[config.mk]
export PLATFORM = sky130hd
export DESIGN_NAME = severity_min_heap_queue
export DESIGN_NICKNAME = d
export VERILOG_FILES = /design/src/rtl/smhq_pkg.sv /design/src/rtl/smhq_ram.sv /design/src/rtl/severity_min_heap_queue.sv
export SDC_FILE = /design/constraint.sdc
export NUM_CORES = 2
export LEC_CHECK = 0
export ABC_AREA = 1
export BUFFER_PORTS_ARGS = -buffer_cell sky130_fd_sc_hd__buf_2
export CORE_MARGIN = 2
export CORE_UTILIZATION = 59
export CTS_BUF_LIST = sky130_fd_sc_hd__clkbuf_4 sky130_fd_sc_hd__clkbuf_8 sky130_fd_sc_hd__clkbuf_16
export DETAILED_ROUTE_END_ITERATION = 8
export PLACE_DENSITY = 0.75
export SYNTH_ARGS = -nofsm -noshare
export SYNTH_HDL_FRONTEND = slang
export SYNTH_SLANG_ARGS = --single-unit
export TNS_END_PERCENT = 5
[constraint.sdc]
create_clock -name i_clk -period 6.5 [get_ports i_clk]
set_input_delay 0.65 -clock i_clk [delete_from_list [all_inputs] [get_ports i_clk]]
set_output_delay 0.65 -clock i_clk [all_outputs]
set_load 0.01 [all_outputs]
[src/rtl/smhq_pkg.sv]
// Shared types and codes for the severity min-heap queue.
`default_nettype none

package smhq_pkg;

    // Field widths of one record and of the result word
    localparam int SEV_W = 8;
    localparam int ID_W  = 16;
    localparam int REC_W = SEV_W + ID_W;
    localparam int OCC_W = 7;

    // Record: severity above id, so a plain unsigned compare orders both keys
    typedef logic [REC_W-1:0] t_rec;

    // Operation carried in the input tuser bit
    typedef enum logic {
        OP_PUSH = 1'b0,
        OP_POP  = 1'b1
    } t_op;

    // Result status carried in the output tuser bits
    typedef enum logic [1:0] {
        ST_OK    = 2'd0,
        ST_FULL  = 2'd1,
        ST_EMPTY = 2'd2
    } t_status;

endpackage

`default_nettype wire

[src/rtl/smhq_ram.sv]
// Generic single-write, single-read RAM with registered read data.
`default_nettype none

module smhq_ram #(
    parameter int WIDTH = 24,
    parameter int DEPTH = 64
) (
    input  wire logic                     i_clk,
    input  wire logic                     i_wr_en,
    input  wire logic [$clog2(DEPTH)-1:0] i_wr_addr,
    input  wire logic [WIDTH-1:0]         i_wr_data,
    input  wire logic [$clog2(DEPTH)-1:0] i_rd_addr,
    output logic      [WIDTH-1:0]         o_rd_data
);

    logic [WIDTH-1:0] r_mem [DEPTH];

    // Write port
    always_ff @(posedge i_clk) begin
        if (i_wr_en) begin
            r_mem[i_wr_addr] <= i_wr_data;
        end
    end

    // Read port, registered read data
    always_ff @(posedge i_clk) begin
        o_rd_data <= r_mem[i_rd_addr];
    end

endmodule

`default_nettype wire

[src/rtl/severity_min_heap_queue.sv]
// Binary min-heap priority queue of {severity, id} records held in one RAM.
//
//  channel  | dir | handshake                    | payload
//  s_axis   | in  | s_axis_tvalid/s_axis_tready  | tuser: opcode; tdata: severity, patient_id
//  m_axis   | out | m_axis_tvalid/m_axis_tready  | tuser: status; tdata: record, empty, occupancy
//
// One request at a time. A push compares one parent per S_PU_CMP visit, then passes
// S_WB and S_DONE; a pop passes S_PO_ROOT and S_PO_LAST, then S_DN_L, S_DN_R and S_DN_C
// per level descended, stops in S_DN_L or S_DN_C, then passes S_WB and S_DONE.
// Popping the last record goes from S_PO_ROOT to S_DONE; rejected requests go straight
// to S_DONE. The pace is set by the single RAM read port: one parent or child per cycle.
// Reset (synchronous, active low) empties the queue; RAM contents are not cleared.
// A stalled result sits in the output register while the next request is taken;
// that request then waits at its end until the register is free.
`default_nettype none

module severity_min_heap_queue
    import smhq_pkg::*;
#(
    parameter int CAPACITY = 64
) (
    input  wire logic        i_clk,
    input  wire logic        i_rst_n,
    input  wire logic        s_axis_tvalid,
    output logic             s_axis_tready,
    input  wire logic [23:0] s_axis_tdata,   // [7:0] severity, [23:8] patient_id
    input  wire logic [0:0]  s_axis_tuser,   // [0] opcode
    output logic             m_axis_tvalid,
    input  wire logic        m_axis_tready,
    output logic      [31:0] m_axis_tdata,   // [7:0] out_severity, [23:8] out_patient_id,
                                             // [24] queue_empty, [31:25] occupancy
    output logic      [1:0]  m_axis_tuser    // [1:0] status
);

    localparam int AW = (CAPACITY > 1) ? $clog2(CAPACITY) : 1;
    localparam int CW = $clog2(CAPACITY + 1);
    localparam int XW = AW + 2;

    typedef enum logic [9:0] {
        S_IDLE    = 10'b00_0000_0001,
        S_PU_CMP  = 10'b00_0000_0010,
        S_PO_ROOT = 10'b00_0000_0100,
        S_PO_LAST = 10'b00_0000_1000,
        S_DN_L    = 10'b00_0001_0000,
        S_DN_R    = 10'b00_0010_0000,
        S_DN_C    = 10'b00_0100_0000,
        S_WB      = 10'b00_1000_0000,
        S_DONE    = 10'b01_0000_0000,
        S_SPARE   = 10'b10_0000_0000
    } t_state;

    t_state           r_state, n_state;
    logic [CW-1:0]    r_count, n_count;      // committed occupancy
    logic [CW-1:0]    r_cnt, n_cnt;          // occupancy of the request at work
    logic [AW-1:0]    r_idx, n_idx;          // current hole
    logic [AW-1:0]    r_par, n_par;          // parent being read during sift-up
    t_rec             r_rec, n_rec;          // record being placed
    t_rec             r_lrec, n_lrec;        // left child record
    logic             r_has_r, n_has_r;      // right child exists
    t_rec             r_out_rec, n_out_rec;  // popped record
    t_status          r_status, n_status;
    logic             r_ovalid, n_ovalid;
    logic [31:0]      r_odata, n_odata;
    logic [1:0]       r_ouser, n_ouser;

    logic             w_wr_en;
    logic [AW-1:0]    w_wr_addr;
    t_rec             w_wr_data;
    logic [AW-1:0]    w_rd_addr;
    t_rec             w_rd_data;

    logic             w_accept;
    t_rec             w_in_rec;
    logic [XW-1:0]    w_left, w_right, w_cnt_x;

    assign s_axis_tready = (r_state == S_IDLE);
    assign w_accept      = s_axis_tvalid && s_axis_tready;
    assign w_in_rec      = {s_axis_tdata[7:0], s_axis_tdata[23:8]};

    // Child indices of the hole, wide enough to exceed the capacity
    assign w_left  = {1'b0, r_idx, 1'b1};
    assign w_right = {1'b0, r_idx, 1'b0} + XW'(2);
    assign w_cnt_x = XW'(r_cnt);

    assign m_axis_tvalid = r_ovalid;
    assign m_axis_tdata  = r_odata;
    assign m_axis_tuser  = r_ouser;

    smhq_ram #(
        .WIDTH (REC_W),
        .DEPTH (CAPACITY)
    ) u_heap (
        .i_clk     (i_clk),
        .i_wr_en   (w_wr_en),
        .i_wr_addr (w_wr_addr),
        .i_wr_data (w_wr_data),
        .i_rd_addr (w_rd_addr),
        .o_rd_data (w_rd_data)
    );

    // Sequencer: read, compare, write back one heap level at a time
    always_comb begin
        logic [AW-1:0] v_best_idx;
        t_rec          v_best_rec;

        n_state   = r_state;
        n_count   = r_count;
        n_cnt     = r_cnt;
        n_idx     = r_idx;
        n_par     = r_par;
        n_rec     = r_rec;
        n_lrec    = r_lrec;
        n_has_r   = r_has_r;
        n_out_rec = r_out_rec;
        n_status  = r_status;
        n_ovalid  = r_ovalid && !m_axis_tready;
        n_odata   = r_odata;
        n_ouser   = r_ouser;
        w_wr_en   = 1'b0;
        w_wr_addr = r_idx;
        w_wr_data = r_rec;
        w_rd_addr = '0;
        v_best_idx = r_idx;
        v_best_rec = r_rec;

        unique case (r_state)
            S_IDLE: begin
                if (w_accept) begin
                    n_out_rec = '0;
                    n_status  = ST_OK;
                    n_cnt     = r_count;
                    if (t_op'(s_axis_tuser[0]) == OP_PUSH) begin
                        n_rec = w_in_rec;
                        n_idx = AW'(r_count);
                        if (r_count >= CW'(CAPACITY)) begin
                            n_status = ST_FULL;
                            n_state  = S_DONE;
                        end else if (r_count == '0) begin
                            n_cnt   = CW'(1);
                            n_state = S_WB;
                        end else begin
                            n_cnt     = r_count + CW'(1);
                            n_par     = AW'((r_count - CW'(1)) >> 1);
                            w_rd_addr = n_par;
                            n_state   = S_PU_CMP;
                        end
                    end else begin
                        if (r_count == '0) begin
                            n_status = ST_EMPTY;
                            n_state  = S_DONE;
                        end else begin
                            n_cnt     = r_count - CW'(1);
                            w_rd_addr = '0;
                            n_state   = S_PO_ROOT;
                        end
                    end
                end
            end

            // Parent record has arrived: move it down or stop here
            S_PU_CMP: begin
                if (r_rec < w_rd_data) begin
                    w_wr_en   = 1'b1;
                    w_wr_addr = r_idx;
                    w_wr_data = w_rd_data;
                    n_idx     = r_par;
                    if (r_par == '0) begin
                        n_state = S_WB;
                    end else begin
                        n_par     = (r_par - AW'(1)) >> 1;
                        w_rd_addr = n_par;
                    end
                end else begin
                    n_state = S_WB;
                end
            end

            // Root arrives; fetch the last record
            S_PO_ROOT: begin
                n_out_rec = w_rd_data;
                w_rd_addr = AW'(r_cnt);
                n_state   = (r_cnt == '0) ? S_DONE : S_PO_LAST;
            end

            S_PO_LAST: begin
                n_rec   = w_rd_data;
                n_idx   = '0;
                n_state = S_DN_L;
            end

            // Sift-down: fetch left child, or place the record if there is none
            S_DN_L: begin
                if (w_left >= w_cnt_x) begin
                    n_state = S_WB;
                end else begin
                    w_rd_addr = AW'(w_left);
                    n_state   = S_DN_R;
                end
            end

            S_DN_R: begin
                n_lrec  = w_rd_data;
                n_has_r = (w_right < w_cnt_x);
                w_rd_addr = AW'(w_right);
                n_state = S_DN_C;
            end

            // Pick the smallest of record, left, right; ties keep the earlier
            S_DN_C: begin
                if (r_lrec < v_best_rec) begin
                    v_best_rec = r_lrec;
                    v_best_idx = AW'(w_left);
                end
                if (r_has_r && (w_rd_data < v_best_rec)) begin
                    v_best_rec = w_rd_data;
                    v_best_idx = AW'(w_right);
                end
                if (v_best_idx == r_idx) begin
                    n_state = S_WB;
                end else begin
                    w_wr_en   = 1'b1;
                    w_wr_addr = r_idx;
                    w_wr_data = v_best_rec;
                    n_idx     = v_best_idx;
                    n_state   = S_DN_L;
                end
            end

            // Drop the moving record into the final hole
            S_WB: begin
                w_wr_en   = 1'b1;
                w_wr_addr = r_idx;
                w_wr_data = r_rec;
                n_state   = S_DONE;
            end

            // Hand the result to the output register once it is free
            S_DONE: begin
                if (!r_ovalid || m_axis_tready) begin
                    n_ovalid = 1'b1;
                    n_odata  = {OCC_W'(r_cnt), (r_cnt == '0),
                                r_out_rec[ID_W-1:0], r_out_rec[REC_W-1:ID_W]};
                    n_ouser  = r_status;
                    n_count  = r_cnt;
                    n_state  = S_IDLE;
                end
            end

            default: begin
                n_state = S_IDLE;
            end
        endcase
    end

    // Control registers
    always_ff @(posedge i_clk) begin
        if (!i_rst_n) begin
            r_state  <= S_IDLE;
            r_count  <= '0;
            r_ovalid <= 1'b0;
        end else begin
            r_state  <= n_state;
            r_count  <= n_count;
            r_ovalid <= n_ovalid;
        end
    end

    // Working and payload registers
    always_ff @(posedge i_clk) begin
        r_cnt     <= n_cnt;
        r_idx     <= n_idx;
        r_par     <= n_par;
        r_rec     <= n_rec;
        r_lrec    <= n_lrec;
        r_has_r   <= n_has_r;
        r_out_rec <= n_out_rec;
        r_status  <= n_status;
        r_odata   <= n_odata;
        r_ouser   <= n_ouser;
    end

endmodule

`default_nettype wire

==> run_results.csv <==
group,metric,value,unit
cells_and_area,fillers,8535,
timing,clock_skew,0.02759,ns
cells_and_area,final_cell_count_no_fill,7440,
critical_path,crit_type,"register to register",
die,die_h,353.2,um
grt,overflow,0,
logic_synthesis,yosysSeqAreaShare,0.7058,
logic_synthesis,ys_ff_latch,1705,
clocking,clkLatencyLatePin,0.83,ns
logic_synthesis,synth_ff_type,"edfxtp_1",
critical_path,critical_path_required,7.10,ns
timing,hold_ws,0.1348,ns
flow_run,cap_viol_max_count,0,
status,status,"finished, final reports clean",
timing,rsz0062_at_grt,"false",
logic_synthesis,synth_cells,5604,
critical_path,cp-end-kind,"register",
critical_path,crit_family,"simple AND/OR/NAND/NOR gates",
logic_synthesis,netlist.area_leader.share,0.6944,
timing,final-hold-violation-count,0,
drt,wirelength,199900,um
die,fp-row-count,128,
logic_synthesis,synthTopCellsByCount,"1664 x edfxtp_1, 697 x o211ai_1, 521 x o21ai_0",
logic_synthesis,synth-edff-count,1664,
clocking,cts_buffers,169,
cells_and_area,nNetsFinal,5794,
cells_and_area,final_util,0.6630,
logic_synthesis,synth.distinct_cells,49,
worst_hold_path,worstHoldPathType,"input pin to register",
die,io_pins,65,
drt,drt_iter0_drc,7109,
timing,tns,0,ns
drt,dr.pass1.iters,6,
timing,period_minus_slack,5.929,ns
logic_synthesis,yosysWarnings,0,
logic_synthesis,avgSynthCellArea,12.84,sq um
die,die_w,353.2,um
timing,maxSlewHeadroom,0.2455,
grt,grt_first_pass_wirelength,292200,um
timing,setup_violations,0,
cells_and_area,synthToLayoutAreaGrowth,11.86,%
logic_synthesis,synth_area_leaders,"edfxtp_1 69%, o211ai_1 7.3%, o21ai_0 3.6%",
timing,slew_violations,0,
die,die_area,124800,sq um
clocking,cts_hold_buf,0,
timing,max_freq,168.7,MHz
pwr,p_per_area,421.1,nW/um^2
placed_design,portBuffers,64,
clocking,cts_tree,"done",
critical_path,crit_top_cell,"nand2_1",
grt,grt_antenna_before_repair,5,
die,coreArea,121400,sq um
critical_path,worstPathArrival,6.53,ns
critical_path,critPathSlowestCell,"or4_1",
clocking,h-tree-depth,4,
logic_synthesis,syn_area,71960,sq um
pwr,p_leak,27.40,nW
drt,final_antenna_net_count,0,
critical_path,worstPathBufferInverterCount,4,
logic_synthesis,async_flop_share,0,
cells_and_area,drive_gt1_frac,0.1795,
logic_synthesis,synth.most_common_cell,"edfxtp_1",
logic_synthesis,syn_nets,5721,
critical_path,cp_max_fo,48,
timing,tightestPinTransition,1.130,ns
pwr,max-vdd-ir-drop,0.4176,mV
clocking,root_buffer,"clkbuf_16",
drt,vias,47930,
drt,post_drt_wl_per_cell,26.87,um
clocking,cts_sinks,1705,
cells_and_area,multi_input_area,18420,sq um
drt,viasPerCell,6.442,
logic_synthesis,yosysTopAreaCell,"edfxtp_1",
placed_design,dp.cells,7131,
grt,grt_max_degree,196,
placed_design,gp_congestion,0.9311,
clocking,clockBufferDepth,3,
grt,grtUsageTotal,0.3165,
clocking,clkSlewWorstSetupHoldPaths,0.06,ns
timing,fin_crit_sh,0.9122,
critical_path,cpPeakStageDelay,0.54,ns
drt,drc,0,
grt,first_global_vias,44900,
cells_and_area,area.sequential,50790,sq um
die,start_util,0.5927,
critical_path,start_kind,"register",
placed_design,post-dp-hpwl,115800,um
## what timing repair did
action	in CTS	in global routing
setup buffers	0	0
setup endpoints to repair	0	215
resized for setup	0	1
## state kept, by name (all words and copies together), names as in the netlist, 7 cells and up
register          flops
r_lrec               24
r_state               9
m_axis_tdata         32
u_heap.o_rd_data     24
r_out_rec            24
u_heap.r_mem       1536
r_rec                24
r_cnt                 7
r_count               7
## per-layer routing
layer / part of all wire / wire (um) / global-route usage / vias up
met5: 0.00013 / 26 / 0 / -
met4: 0.051 / 10150 / 0.1507 / 4
met3: 0.11 / 22900 / 0.07488 / 472
met2: 0.45 / 90450 / 0.4764 / 3102
met1: 0.38 / 76360 / 0.4394 / 23430
li1: - / - / - / 20920
## through the flow
stage / total power [W] / instance area [sq um] / worst slack [ns]
floorplan: 0.02013 / 71960 / 0.7688
global placement: 0.02414 / 75100 / 0.6430
detailed placement: 0.02434 / 75100 / 0.5135
CTS: 0.03368 / 80480 / 0.4702
global route: 0.03506 / 80490 / 0.06531
finish: 0.03389 / 80490 / 0.5710
## kinds of logic (layout without fill, tap and decap cells)
family / after synthesis / after routing / share of synthesized area
other: 0 / 3 / 0
flip-flops: 1705 / 1705 / 0.7058
XOR/XNOR: 10 / 10 / 0.001217
adder cells (fa/ha/maj): 88 / 88 / 0.01530
AND/OR/NAND/NOR: 1679 / 1679 / 0.1114
AO/OA/AOI/OAI: 1385 / 1385 / 0.1238
buffers and inverters: 737 / 945 / 0.04241
## cells in the final DEF (no fill, tap or decap), types with 4 or more instances in the layout
master and instances:
edfxtp_1 1664, o211ai_1 697, o21ai_0 520, nand3_1 451, nand2_1 381, or2_2 366
inv_1 356, nor2_1 325, clkbuf_16 171, buf_4 162, ha_1 88, nor2_2 67
buf_2 64, a21oi_1 47, buf_12 46, dfxtp_1 41, clkbuf_4 39, clkinv_1 35
o21bai_1 31, nand2_2 30, o21ai_1 28, clkinv_2 25, nor3_1 24, o22ai_1 18
nand4_1 12, a22oi_1 11, xor2_1 8, o221ai_1 8, nand2_4 8, o21a_1 7
inv_6 7, clkbuf_8 7, clkinv_4 7, inv_2 6, nor4_1 5, inv_16 5
bufinv_16 5, a21oi_4 4
## area by class of cell
cell class                 instances  area share
sequential                      1705      0.6310
inverter                         367     0.01753
tap                             1625     0.02526
clock inverter                    89    0.008783
timing repair buffer             272     0.03053
clock buffer                     217     0.05800
multi-input combinational       3162      0.2288
antenna                            3  0.00009327
## report_power, final
group,internal [W],switching [W]
Combinational,0.00264,0.00757
Clock,0.00531,0.00414
Sequential,0.0139,0.000367
Total,0.0218,0.0121
## path summary, 6_finish.rpt
kind | slack [ns] | from | endpoint | cells after the start
setup / recovery | 0.57 | r_rec[9] | u_heap.r_mem[27][8] | 30
hold / removal | 0.13 | i_rst_n | r_state[0] | 2
setup reg to reg | 0.57 | r_rec[9] | u_heap.r_mem[27][8] | 30
hold reg to reg | 0.42 | r_out_rec[21] | m_axis_tdata[5] | 0
No activity file was read; power rests on OpenSTA's default activity.
